File: config.mk
export PLATFORM = sky130hd
export DESIGN_NAME = round_robin_task_scheduler_flat
export DESIGN_NICKNAME = d
export VERILOG_FILES = /design/src/rtl/core/rrts_pkg.sv /design/src/rtl/core/rrts_if.sv /design/src/rtl/core/rrts_ram.sv /design/src/rtl/core/round_robin_task_scheduler.sv /design/src/flat_wrapper.sv
export SDC_FILE = /design/constraint.sdc
export NUM_CORES = 1
export LEC_CHECK = 0
export BUFFER_PORTS_ARGS = -buffer_cell sky130_fd_sc_hd__buf_2
export CAP_MARGIN = 10
export CELL_PAD_IN_SITES_DETAIL_PLACEMENT = 1
export CELL_PAD_IN_SITES_GLOBAL_PLACEMENT = 1
export CORE_MARGIN = 3
export CORE_UTILIZATION = 56
export CTS_CLUSTER_DIAMETER = 100
export DETAILED_ROUTE_END_ITERATION = 12
export PLACE_DENSITY = 0.94
export SLEW_MARGIN = 5
export SYNTH_ARGS = -nofsm -noshare
export SYNTH_HDL_FRONTEND = slang
export SYNTH_SLANG_ARGS = --single-unit
export TNS_END_PERCENT = 50
File: constraint.sdc
create_clock -name clk -period 5.28 [get_ports clk]
set_input_delay 0.792 -clock clk [delete_from_list [all_inputs] [get_ports clk]]
set_output_delay 0.792 -clock clk [all_outputs]
set_load 0.01 [all_outputs]
File: src/rtl/core/rrts_pkg.sv
// rrts_pkg: shared types and constants of the round-robin task scheduler
// used by the channel interfaces and by the scheduler module

package rrts_pkg;

	// default size of the task slot pool
	localparam int unsigned NUM_SLOTS_DEF = 32;

	// fixed payload widths of the command and result channels
	localparam int unsigned MODE_W       = 2;
	localparam int unsigned TASK_SLOT_W  = 5;
	localparam int unsigned OUT_SLOT_W   = 5;
	localparam int unsigned OUT_CNT_W    = 6;
	localparam int unsigned STATUS_W     = 3;

	typedef enum logic [MODE_W-1:0] {
		MODE_TICK  = 2'd0,
		MODE_ALLOC = 2'd1,
		MODE_ADD   = 2'd2,
		MODE_SLEEP = 2'd3
	} mode_t;

	typedef enum logic [1:0] {
		SLOT_FREE   = 2'd0,
		SLOT_SLEEP  = 2'd1,
		SLOT_ACTIVE = 2'd2
	} slot_st_t;

	typedef enum logic [STATUS_W-1:0] {
		STAT_OK           = 3'd0,
		STAT_NO_FREE      = 3'd1,
		STAT_ADD_REFUSED  = 3'd2,
		STAT_NOT_ACTIVE   = 3'd3,
		STAT_NO_TASK_LEFT = 3'd4
	} status_t;

	typedef enum logic [3:0] {
		S_CLEAR,
		S_IDLE,
		S_STAT_RD,
		S_STAT_CHK,
		S_ALLOC_RD,
		S_ALLOC_CHK,
		S_LIST_RD,
		S_LIST_CHK,
		S_SLEEP_FIN,
		S_CUR_RD,
		S_CUR_WAIT,
		S_DONE
	} fsm_t;

	typedef struct packed {
		logic [OUT_SLOT_W-1:0] running_slot;
		logic                  switched;
		logic [OUT_SLOT_W-1:0] allocated_slot;
		logic [OUT_CNT_W-1:0]  active_count;
		status_t               status;
	} res_t;

endpackage

File: src/rtl/core/rrts_if.sv
// rrts_if: valid/ready channel interfaces for scheduler commands and results
// depends on rrts_pkg for payload types and widths

interface rrts_cmd_if;
	import rrts_pkg::*;

	logic                   valid;
	logic                   ready;
	mode_t                  mode;
	logic [TASK_SLOT_W-1:0] task_slot;

	modport source (output valid, mode, task_slot, input ready);
	modport sink   (input valid, mode, task_slot, output ready);
endinterface

interface rrts_res_if;
	import rrts_pkg::*;

	logic                  valid;
	logic                  ready;
	logic [OUT_SLOT_W-1:0] running_slot;
	logic                  switched;
	logic [OUT_SLOT_W-1:0] allocated_slot;
	logic [OUT_CNT_W-1:0]  active_count;
	status_t               status;

	modport source (output valid, running_slot, switched, allocated_slot, active_count,
		status, input ready);
	modport sink   (input valid, running_slot, switched, allocated_slot, active_count,
		status, output ready);
endinterface

File: src/rtl/core/rrts_ram.sv
// rrts_ram: generic simple dual-port ram, one write and one registered read port
// no dependencies

module rrts_ram #(
	parameter int unsigned WIDTH = 8,
	parameter int unsigned DEPTH = 32,
	localparam int unsigned ADDR_W = (DEPTH > 1) ? $clog2(DEPTH) : 1
) (
	input  logic              clk,
	input  logic              we,
	input  logic [ADDR_W-1:0] waddr,
	input  logic [WIDTH-1:0]  wdata,
	input  logic [ADDR_W-1:0] raddr,
	output logic [WIDTH-1:0]  rdata
);

	logic [WIDTH-1:0] mem [DEPTH];

	always_ff @(posedge clk) begin
		if (we) begin
			mem[waddr] <= wdata;
		end
		rdata <= mem[raddr];
	end

endmodule

File: src/rtl/core/round_robin_task_scheduler.sv
// round_robin_task_scheduler: round-robin scheduler over a pool of task slots
// add and sleep read and check the slot status, allocate checks each slot scanned and
// sleep scans each run list entry, and every command then refreshes the running slot;
// one command is taken at a time, set by the single read port of each ram and one sequencer
// reset: arst_n starts a clearing pass over all NUM_SLOTS slots with no command beat
// taken, then slot 0 is active and running; depends on rrts_pkg, rrts_if and rrts_ram

module round_robin_task_scheduler #(
	parameter int unsigned NUM_SLOTS = rrts_pkg::NUM_SLOTS_DEF
) (
	input  logic       clk,
	input  logic       arst_n,
	rrts_cmd_if.sink   cmd,
	rrts_res_if.source res
);
	import rrts_pkg::*;

	// slot index, run count and widened views for the fixed-width ports
	localparam int unsigned SLOT_W  = (NUM_SLOTS > 1) ? $clog2(NUM_SLOTS) : 1;
	localparam int unsigned CNT_W   = $clog2(NUM_SLOTS + 1);
	localparam int unsigned IDX_EXT = (SLOT_W > OUT_SLOT_W) ? SLOT_W : OUT_SLOT_W;
	localparam int unsigned CNT_EXT = (CNT_W > OUT_CNT_W) ? CNT_W : OUT_CNT_W;
	localparam int unsigned TS_EXT  = (SLOT_W > TASK_SLOT_W) ? SLOT_W : TASK_SLOT_W;

	// sequencer and architectural state
	fsm_t              state_q, state_d;
	logic [SLOT_W-1:0] clr_q, clr_d;
	logic [CNT_W-1:0]  cnt_q, cnt_d;
	logic [SLOT_W-1:0] pos_q, pos_d;
	logic [SLOT_W-1:0] cur_q, cur_d;
	logic              res_valid_q, res_valid_d;

	// per-command working registers
	mode_t             mode_q, mode_d;
	logic [SLOT_W-1:0] slot_q, slot_d;
	logic [SLOT_W-1:0] idx_q, idx_d;
	logic [SLOT_W-1:0] fidx_q, fidx_d;
	logic              found_q, found_d;
	logic              switched_q, switched_d;
	logic [SLOT_W-1:0] granted_q, granted_d;
	status_t           stat_q, stat_d;
	res_t              res_q, res_d;

	// ram ports
	logic              st_we;
	logic [SLOT_W-1:0] st_waddr, st_raddr;
	slot_st_t          st_wdata;
	logic [1:0]        st_rdata;
	logic              lst_we;
	logic [SLOT_W-1:0] lst_waddr, lst_raddr, lst_wdata, lst_rdata;

	// helper values
	logic [TS_EXT-1:0]  slot_ext;
	logic               slot_ok;
	logic [CNT_W-1:0]   pos_inc;
	logic [CNT_W-1:0]   cnt_dec;
	logic [SLOT_W-1:0]  pos_adj;
	logic [IDX_EXT-1:0] cur_ext, granted_ext;
	logic [CNT_EXT-1:0] cnt_ext;

	// slot status per slot: free, sleeping or active
	rrts_ram #(
		.WIDTH(2),
		.DEPTH(NUM_SLOTS)
	) u_status_ram (
		.clk  (clk),
		.we   (st_we),
		.waddr(st_waddr),
		.wdata(st_wdata),
		.raddr(st_raddr),
		.rdata(st_rdata)
	);

	// ordered run list of active slots, entries past the count are dead
	rrts_ram #(
		.WIDTH(SLOT_W),
		.DEPTH(NUM_SLOTS)
	) u_list_ram (
		.clk  (clk),
		.we   (lst_we),
		.waddr(lst_waddr),
		.wdata(lst_wdata),
		.raddr(lst_raddr),
		.rdata(lst_rdata)
	);

	// command slot range check and index
	assign slot_ext = TS_EXT'(cmd.task_slot);
	assign slot_ok  = 32'(cmd.task_slot) < 32'(NUM_SLOTS);

	// tick advance, and run position fix-up after a removal
	assign pos_inc = CNT_W'(pos_q) + CNT_W'(1);
	assign cnt_dec = cnt_q - CNT_W'(1);

	always_comb begin
		pos_adj = (fidx_q < pos_q) ? (pos_q - SLOT_W'(1)) : pos_q;
		if (CNT_W'(pos_adj) >= cnt_dec) begin
			pos_adj = '0;
		end
	end

	// result fields are reported in their low bits
	assign cur_ext     = IDX_EXT'(cur_q);
	assign granted_ext = IDX_EXT'(granted_q);
	assign cnt_ext     = CNT_EXT'(cnt_q);

	always_comb begin
		state_d     = state_q;
		clr_d       = clr_q;
		cnt_d       = cnt_q;
		pos_d       = pos_q;
		cur_d       = cur_q;
		res_valid_d = res_valid_q & ~res.ready;
		mode_d      = mode_q;
		slot_d      = slot_q;
		idx_d       = idx_q;
		fidx_d      = fidx_q;
		found_d     = found_q;
		switched_d  = switched_q;
		granted_d   = granted_q;
		stat_d      = stat_q;
		res_d       = res_q;

		st_we     = 1'b0;
		st_waddr  = slot_q;
		st_wdata  = SLOT_FREE;
		st_raddr  = slot_q;
		lst_we    = 1'b0;
		lst_waddr = idx_q;
		lst_wdata = slot_q;
		lst_raddr = idx_q;

		cmd.ready = (state_q == S_IDLE);

		case (state_q)
			// one slot per cycle: slot 0 active in list entry 0, the rest free
			S_CLEAR: begin
				st_we     = 1'b1;
				st_waddr  = clr_q;
				st_wdata  = (clr_q == '0) ? SLOT_ACTIVE : SLOT_FREE;
				lst_we    = 1'b1;
				lst_waddr = clr_q;
				lst_wdata = '0;
				if (clr_q == SLOT_W'(NUM_SLOTS - 1)) begin
					state_d = S_IDLE;
				end else begin
					clr_d = clr_q + SLOT_W'(1);
				end
			end

			S_IDLE: begin
				if (cmd.valid) begin
					mode_d     = cmd.mode;
					slot_d     = slot_ext[SLOT_W-1:0];
					idx_d      = '0;
					found_d    = 1'b0;
					switched_d = 1'b0;
					granted_d  = '0;
					stat_d     = STAT_OK;
					case (cmd.mode)
						MODE_TICK: begin
							// a single task keeps running without a switch
							if (cnt_q >= CNT_W'(2)) begin
								pos_d      = (pos_inc == cnt_q) ? '0 : pos_inc[SLOT_W-1:0];
								switched_d = 1'b1;
							end
							state_d = S_CUR_RD;
						end
						MODE_ALLOC: begin
							state_d = S_ALLOC_RD;
						end
						MODE_ADD, MODE_SLEEP: begin
							if (slot_ok) begin
								state_d = S_STAT_RD;
							end else begin
								stat_d  = (cmd.mode == MODE_ADD) ? STAT_ADD_REFUSED
									: STAT_NOT_ACTIVE;
								state_d = S_CUR_RD;
							end
						end
						default: begin
							state_d = S_CUR_RD;
						end
					endcase
				end
			end

			S_STAT_RD: begin
				st_raddr = slot_q;
				state_d  = S_STAT_CHK;
			end

			S_STAT_CHK: begin
				state_d = S_CUR_RD;
				if (mode_q == MODE_ADD) begin
					// append to the tail of the run list
					if (slot_st_t'(st_rdata) != SLOT_SLEEP || cnt_q >= CNT_W'(NUM_SLOTS)) begin
						stat_d = STAT_ADD_REFUSED;
					end else begin
						st_we     = 1'b1;
						st_waddr  = slot_q;
						st_wdata  = SLOT_ACTIVE;
						lst_we    = 1'b1;
						lst_waddr = cnt_q[SLOT_W-1:0];
						lst_wdata = slot_q;
						cnt_d     = cnt_q + CNT_W'(1);
					end
				end else begin
					if (slot_st_t'(st_rdata) != SLOT_ACTIVE) begin
						stat_d = STAT_NOT_ACTIVE;
					end else if (cnt_q <= CNT_W'(1)) begin
						// last active task stays running
						stat_d = STAT_NO_TASK_LEFT;
					end else begin
						state_d = S_LIST_RD;
					end
				end
			end

			// first-free search from slot 0, a read state and a check state per slot
			S_ALLOC_RD: begin
				st_raddr = idx_q;
				state_d  = S_ALLOC_CHK;
			end

			S_ALLOC_CHK: begin
				if (slot_st_t'(st_rdata) == SLOT_FREE) begin
					st_we     = 1'b1;
					st_waddr  = idx_q;
					st_wdata  = SLOT_SLEEP;
					granted_d = idx_q;
					state_d   = S_CUR_RD;
				end else if (idx_q == SLOT_W'(NUM_SLOTS - 1)) begin
					stat_d  = STAT_NO_FREE;
					state_d = S_CUR_RD;
				end else begin
					idx_d   = idx_q + SLOT_W'(1);
					state_d = S_ALLOC_RD;
				end
			end

			// one pass over the run list: find the slot, then shift the tail down
			S_LIST_RD: begin
				lst_raddr = idx_q;
				state_d   = S_LIST_CHK;
			end

			S_LIST_CHK: begin
				if (!found_q && lst_rdata == slot_q) begin
					found_d = 1'b1;
					fidx_d  = idx_q;
				end else if (found_q) begin
					lst_we    = 1'b1;
					lst_waddr = idx_q - SLOT_W'(1);
					lst_wdata = lst_rdata;
				end
				if (CNT_W'(idx_q) == cnt_dec) begin
					state_d = S_SLEEP_FIN;
				end else begin
					idx_d   = idx_q + SLOT_W'(1);
					state_d = S_LIST_RD;
				end
			end

			S_SLEEP_FIN: begin
				if (!found_q) begin
					stat_d = STAT_NOT_ACTIVE;
				end else begin
					st_we      = 1'b1;
					st_waddr   = slot_q;
					st_wdata   = SLOT_SLEEP;
					cnt_d      = cnt_dec;
					pos_d      = pos_adj;
					switched_d = (cur_q == slot_q);
				end
				state_d = S_CUR_RD;
			end

			// refresh the running slot from the run list
			S_CUR_RD: begin
				lst_raddr = pos_q;
				state_d   = S_CUR_WAIT;
			end

			S_CUR_WAIT: begin
				cur_d   = lst_rdata;
				state_d = S_DONE;
			end

			// result register frees the sequencer once it is empty or its previous beat is taken
			S_DONE: begin
				if (!res_valid_q || res.ready) begin
					res_valid_d          = 1'b1;
					res_d.running_slot   = cur_ext[OUT_SLOT_W-1:0];
					res_d.switched       = switched_q;
					res_d.allocated_slot = granted_ext[OUT_SLOT_W-1:0];
					res_d.active_count   = cnt_ext[OUT_CNT_W-1:0];
					res_d.status         = stat_q;
					state_d              = S_IDLE;
				end
			end

			default: begin
				state_d = S_IDLE;
			end
		endcase
	end

	always_ff @(posedge clk or negedge arst_n) begin
		if (!arst_n) begin
			state_q     <= S_CLEAR;
			clr_q       <= '0;
			cnt_q       <= CNT_W'(1);
			pos_q       <= '0;
			cur_q       <= '0;
			res_valid_q <= 1'b0;
		end else begin
			state_q     <= state_d;
			clr_q       <= clr_d;
			cnt_q       <= cnt_d;
			pos_q       <= pos_d;
			cur_q       <= cur_d;
			res_valid_q <= res_valid_d;
		end
	end

	always_ff @(posedge clk) begin
		mode_q     <= mode_d;
		slot_q     <= slot_d;
		idx_q      <= idx_d;
		fidx_q     <= fidx_d;
		found_q    <= found_d;
		switched_q <= switched_d;
		granted_q  <= granted_d;
		stat_q     <= stat_d;
		res_q      <= res_d;
	end

	assign res.valid          = res_valid_q;
	assign res.running_slot   = res_q.running_slot;
	assign res.switched       = res_q.switched;
	assign res.allocated_slot = res_q.allocated_slot;
	assign res.active_count   = res_q.active_count;
	assign res.status         = res_q.status;

endmodule
File: src/flat_wrapper.sv
// flat-port wrapper written by rule: the top's interface ports become plain ports
module round_robin_task_scheduler_flat import rrts_pkg::*;
#(
	parameter int unsigned NUM_SLOTS = rrts_pkg::NUM_SLOTS_DEF
)
  (clk, arst_n, cmd_valid, cmd_mode, cmd_task_slot, cmd_ready, res_valid, res_running_slot, res_switched, res_allocated_slot, res_active_count, res_status, res_ready);
  rrts_cmd_if cmd_i ();
  rrts_res_if res_i ();
  input  logic clk;
  input  logic arst_n;
  input wire logic [$bits(cmd_i.valid)-1:0] cmd_valid;
  input wire logic [$bits(cmd_i.mode)-1:0] cmd_mode;
  input wire logic [$bits(cmd_i.task_slot)-1:0] cmd_task_slot;
  output wire logic [$bits(cmd_i.ready)-1:0] cmd_ready;
  output wire logic [$bits(res_i.valid)-1:0] res_valid;
  output wire logic [$bits(res_i.running_slot)-1:0] res_running_slot;
  output wire logic [$bits(res_i.switched)-1:0] res_switched;
  output wire logic [$bits(res_i.allocated_slot)-1:0] res_allocated_slot;
  output wire logic [$bits(res_i.active_count)-1:0] res_active_count;
  output wire logic [$bits(res_i.status)-1:0] res_status;
  input wire logic [$bits(res_i.ready)-1:0] res_ready;
  assign cmd_i.valid = cmd_valid;
  assign cmd_i.mode = cmd_mode;
  assign cmd_i.task_slot = cmd_task_slot;
  assign cmd_ready = cmd_i.ready;
  assign res_valid = res_i.valid;
  assign res_running_slot = res_i.running_slot;
  assign res_switched = res_i.switched;
  assign res_allocated_slot = res_i.allocated_slot;
  assign res_active_count = res_i.active_count;
  assign res_status = res_i.status;
  assign res_i.ready = res_ready;
  round_robin_task_scheduler #(.NUM_SLOTS(NUM_SLOTS)) u_core (.clk(clk), .arst_n(arst_n), .cmd(cmd_i), .res(res_i));
endmodule
### After elaboration in Yosys (flattened, before gate mapping)

Memories as Yosys holds them, arrays and structs flattened. A register that Yosys moved wholly into a read port is not among the register bits.
Index checks and enable logic that the tools add are counted.

* bits of input ports: 11
* bits in registers: 73
* output and inout bits: 22
* memory bits (writable): 224
* memories kept: 2
* logic and storage cells: 182

* bitwise gates (word level): 3
* reduce and logical (&&, ||, !) cells: 28
* magnitude comparators: 5
* equal/unequal tests: 40
* add/subtract/negate cells: 7
* multiplexer cells: 78

Memory list
* u_core.u_list_ram.mem: words 32, bits a word 5, rd ports 1, clocked after Yosys merged registers in 1, wr ports 1, line rrts_ram.sv:17 `logic [WIDTH-1:0] mem [DEPTH];`
* u_core.u_status_ram.mem: words 32, bits a word 2, rd ports 1, clocked after Yosys merged registers in 1, wr ports 1, line rrts_ram.sv:17

Operators with widths (count)
* $mux 5: 21
* $pmux 4 s12: 1
* $pmux 5 s2: 4
* $mux 4: 9
* $pmux 5 s3: 2
* $mux 3: 8
* $ne 2x1->1 const B: 10
* $mux 1: 19
* $mux 6: 3
* $eq 4x3->1 const B: 4
* $eq 4x4->1 const B: 4
* $ne 2x2->1 const B: 7
* $pmux 3 s4: 1
* $pmux 4 s3: 1
* $pmux 6 s2: 1
* $reduce_and 3->1: 4
* $add 5x1->5 const B: 2
* $eq 5x5->1: 2
* $eq 5x5->1 const B: 2
* $reduce_and 5->1: 2
* $sub 5x1->5 const B: 2
* $eq 4x2->1 const B: 2
* $pmux 2 s4: 1
* $reduce_and 2->1: 4
* other kinds (33): 45

### Depth between registers and ports, before layout

* depth after elaboration: 7
* mapped depth: 16
* gate-level depth less buffers: 15

### Modules after synthesis

Synthesis repeated with hierarchy kept, for this count alone.

* cells, all modules: 924
* area, all modules: 13749.4 um^2

Modules (own cells, without submodules)
* rrts_ram (u_core.u_list_ram): sequential area each 4904.7 um^2, times used 1, area each 6344.8 um^2, cells an instance 277
* round_robin_task_scheduler: sequential area each 2063.2 um^2, times used 1, area each 4620.7 um^2, cells an instance 463
* rrts_ram (u_core.u_status_ram): sequential area each 1961.9 um^2, times used 1, area each 2783.9 um^2, cells an instance 184

### Worst setup path after synthesis

No wires, ideal clock.

* path kind: register to register
* start point: reg u_core.pos_q[2]
* end point: reg u_core.pos_q[3]
* arrival time: 3.278 ns
* library setup time: 0.121 ns
* path slack: 1.881 ns
* buffers on the path: 1
* data required time: 5.159 ns
* period minus slack after synthesis: 3.399 ns
* stages on the path, launching flop included: 16
* path through: dfrtp_1 > clkbuf_1 > inv_1 > ha_1 > a21o_1 > a31oi_1 > o211ai_1 > or3_1 > xnor2_1 > ha_1 > a21o_1 > a31oi_1 > o21ai_0 > inv_1 > o2bb2ai_1 > a22o_1

* cells in the longest elaborated chain, start to end: 7
* elaborated cells on any way between the ends: 13
* those cells by class: add/sub (2); order compare (2); eq/ne (1); mux (8)

RTL lines
* from (decl): line round_robin_task_scheduler.sv:29 `logic [SLOT_W-1:0] pos_q, pos_d;`
* from (signal assigned): line round_robin_task_scheduler.sv:321 `pos_q <= pos_d;`
* branches (longest 6 deep; another with $ge 5x6->1)
* $pmux 5 s2 (*): line round_robin_task_scheduler.sv:135 `case (state_q)`

Mark *: on every way between the ends. The select of a mux whose other input is x is not followed.
A chain may end at the register's enable or synchronous reset.

### Final worst setup path

* start point: reg u_core.state_q[3]
* end point: reg u_core.u_list_ram.rdata[4] (read register of u_core.u_list_ram.mem)

* cells in the longest elaborated chain, start to end: 2

RTL lines
* from (decl): line round_robin_task_scheduler.sv:26 `fsm_t state_q, state_d;`
* from (signal assigned): line round_robin_task_scheduler.sv:318 `state_q <= state_d;`
* $eq 4x4->1: line round_robin_task_scheduler.sv:135
* $mux 5: line round_robin_task_scheduler.sv:135
* to (decl): line rrts_ram.sv:14 `output logic [WIDTH-1:0] rdata`

No other way between the ends.

==> flow_summary.toml <==
[clocking]
cts_root_buffer = "clkbuf_16"
clockBufferDepth = 3
clk_latency_ns = 0.57
numCtsBuffers = 31
holdBufCountCts = 0
post_cts_buffers = 0
cts_resized = 0
cts_tree = "built"
cts.sinks = 304
clk_pin_slew_ns = 0.07
h-tree-depth = 1

[yosys]
synth.net_count = 1049
syn_avg_cell_area_um2 = 13.6
synthCells = 1017
ys_async_sr_fraction = 0.0855
seq_area_frac_synth = 0.647
yosysUniqueCellTypes = 66
yosysWarnings = 0
synth_edf_count = 271
ys_seq_elements = 304
synth_ff_type = "edfxtp_1"
syn-cell-area_um2 = 13800

[placement]
io_buffers = 32
hpwl_mm = 25.8
pre_cts_ws_ns = 1.32
place.gp.congestion = 0.899
place_inst = 1333

[sta]
tns_ns = 0
grt_setup_unrepaired = "no"
post-route-period-util = 0.822
tightest_slew_ns = 1.17
skew_ns = 0.0152
finalHoldViolCount = 0
worst_slack_ns = 0.938
min_period_ns = 4.34
setup_violations = 0
slew_headroom = 0.206
slew_viol_final = 0
fmax_ghz = 0.230

[setup_path]
critPathBufInv = 2
r2r_start = "u_core.state_q[3]"
r2r_slack_ns = 0.94
path_delay_family = "multiplexers"
crit_path_top_delay_cell = "mux2i_4"
crit_required_ns = 5.72
worstPathArrival_ns = 4.78
cpMostUsedCell = "buf_4"
path_cells = "nor4bb_2 -> buf_4 -> mux2i_4 -> buf_4 -> mux2i_1 -> a22oi_1 -> o221ai_1 -> a221oi_1"
critPathMaxStageDelay_ns = 0.92
worst_setup_path_end_kind = "flop"
critical_path_class = "reg2reg"
cp-start-kind = "flop"
reg2regPathDepth = 8
r2r-end = "u_core.u_list_ram.rdata[4]"
critPathMaxFanout = 23

[job]
maxCapViolations = 0

[global_routing]
grt_util_all_layers = 0.309
gr-total-overflow = 0
antenna_found_initial = 1
grt_pass1_vias = 10037
grt_max_degree = 33
grt_pass1_wl_mm = 61.8

[die]
core_um2 = 23800
die_area_um2 = 26600
die_h_um = 163
dieWidth_um = 163
fp-row-count = 56
io_pins = 33
initial_core_util = 0.579

[drt]
wl_per_cell_um = 29.4
drt_iter0_markers = 1359
antenna_left = 0
dr.pass1.iters = 5
drc = 0
vias_per_cell = 6.81
via_count = 9453
drt_wl_total_mm = 40.9

[finish]
final_cell_mix = "271 x edfxtp_1, 88 x nor2_1, 78 x nand2_1"
fill_cells = 2220
syn_to_final_growth_pct = 10.7
stdcell_count = 1388
antennaDiodeCount = 0
nNetsFinal = 1080
layout-drive-gt1-share = 0.167
final_common_cell = "edfxtp_1"

[pwr]
switching_share = 0.409
p_comb_frac = 0.385
p_seq_frac = 0.389
finalPower_mw = 9.74
power_switching_mw = 3.98
p_leak_nw = 5.43
vdd_drop_max_uv = 467
power_frac_clock = 0.226
p_per_area_nw_per_um2 = 638
internal_power_mw = 5.76

[worst_hold_path]
hold_class = "in2async"

[status]
status = "finished, final reports clean"
==> layer usage <==
| metal | GRT usage | up-vias | routed length (um) |
|---|---|---|---|
| met5 | 0 | - | 13 |
| met4 | 0.166 | 2 | 2640 |
| met3 | 0.0534 | 193 | 3180 |
| met2 | 0.534 | 638 | 20400 |
| met1 | 0.371 | 4689 | 14600 |
| li1 | - | 3931 | - |
==> worst max-delay path by stage <==
stage                            from                         end  cells past startpoint
finish              u_core.state_q[3]  u_core.u_list_ram.rdata[4]                      8
CTS                 u_core.state_q[3]  u_core.u_list_ram.rdata[4]                      8
detailed placement  u_core.state_q[3]  u_core.u_list_ram.rdata[4]                      9
global placement    u_core.state_q[3]  u_core.u_list_ram.rdata[2]                      9
global route        u_core.state_q[3]  u_core.u_list_ram.rdata[4]                      8
floorplan             u_core.pos_q[2]             u_core.pos_q[3]                     15
==> power by group through the flow <==
stage          clock network [mW]  logic (mW)  registers, mW
6_report                     2.20        3.75           3.79
5_1_grt                      2.29        3.97           3.81
4_1_cts                      2.21        3.66           3.77
3_5_place_dp                    0        3.49           3.80
3_3_place_gp                    0        3.24           3.74
2_1_floorplan                   0        2.49           3.54
==> cells by family after synthesis <==
kind of cell / count (synthesis) / share of synthesized area
mux: 135 / 0.105
xor+xnor: 43 / 0.0273
fa+ha+maj: 21 / 0.0190
simple gates: 270 / 0.0930
compound gates: 174 / 0.0852
buf+inv: 70 / 0.0235
flops: 304 / 0.647
==> registers in the layout, indices dropped and copies added (netlist names), 2 cells and up <==
register and count:
u_core.res.status 3, u_core.res.running_slot 5, u_core.granted_ext 5, u_core.u_list_ram.mem 160, u_core.fidx_q 5, u_core.u_status_ram.mem 64
u_core.cur_ext 5, u_core.u_list_ram.rdata 5, u_core.state_q 4, u_core.pos_q 5, u_core.idx_q 5, u_core.u_status_ram.rdata 2
u_core.res.allocated_slot 5, u_core.stat_q 3, u_core.slot_q 5, u_core.res.active_count 6, u_core.clr_q 5, u_core.cnt_ext 6
u_core.mode_q 2
==> synth_stat cells, types with 2 or more instances <==
cell,number,area share
clkbuf_1,37,0.010
nor2b_1,7,0.0032
o22ai_1,29,0.013
nand2b_1,8,0.0036
and2_1,8,0.0036
nor3_1,25,0.0091
o21a_1,4,0.0022
xnor2_1,27,0.017
o221ai_1,10,0.0063
or3_1,4,0.0018
buf_4,4,0.0022
or2_2,3,0.0014
a211oi_1,6,0.0033
mux2i_1,68,0.049
dfrtp_1,25,0.045
nand4_1,6,0.0027
a22oi_1,10,0.0054
a31oi_1,6,0.0027
and3_1,8,0.0036
a21o_1,5,0.0027
inv_1,17,0.0046
dfxtp_1,7,0.010
nand3b_1,2,0.0011
a221oi_1,23,0.015
edfxtp_1,271,0.59
buf_2,7,0.0025
a22o_1,5,0.0032
nor4bb_1,2,0.0015
a221o_1,2,0.0015
nand3_1,14,0.0051
mux2_2,64,0.052
mux2_1,2,0.0016
a21oi_1,21,0.0076
nand2_1,78,0.021
nor4_1,4,0.0018
o21ai_1,3,0.0011
o211ai_1,4,0.0022
buf_6,5,0.0041
nor2_1,89,0.024
o21ai_0,36,0.013
ha_1,21,0.019
xor2_1,16,0.010
==> worst register-to-register path, delay by kind of cell (launching register included) <==
family	cells	cell delay (ns)
muxes	2	1.10
buffers and inverters	2	0.75
DFF	1	0.86
and+or+nand+nor	1	0.47
AOI/OAI and AO/OA	3	1.04
==> stage by stage <==
stage               hold slack [ns]   util  instance area (um^2)
floorplan                     0.400      -                 13800
global placement              0.403  0.599                 14300
detailed placement            0.415  0.599                 14300
CTS                           0.258  0.641                 15300
global route                  0.290  0.641                 15300
finish                        0.267  0.641                 15300
==> layout make-up <==
type | count | area (um^2) | area share
multi-input cells | 643 | 4590 | 0.300
inverters | 17 | 63.8 | 0.00418
clock buffers | 34 | 787 | 0.0515
clock inverters | 20 | 199 | 0.0130
flip-flops and latches | 304 | 8930 | 0.585
well taps | 319 | 399 | 0.0261
repair buffers | 51 | 310 | 0.0203
Note: power is estimated with default switching activity, not from simulation.
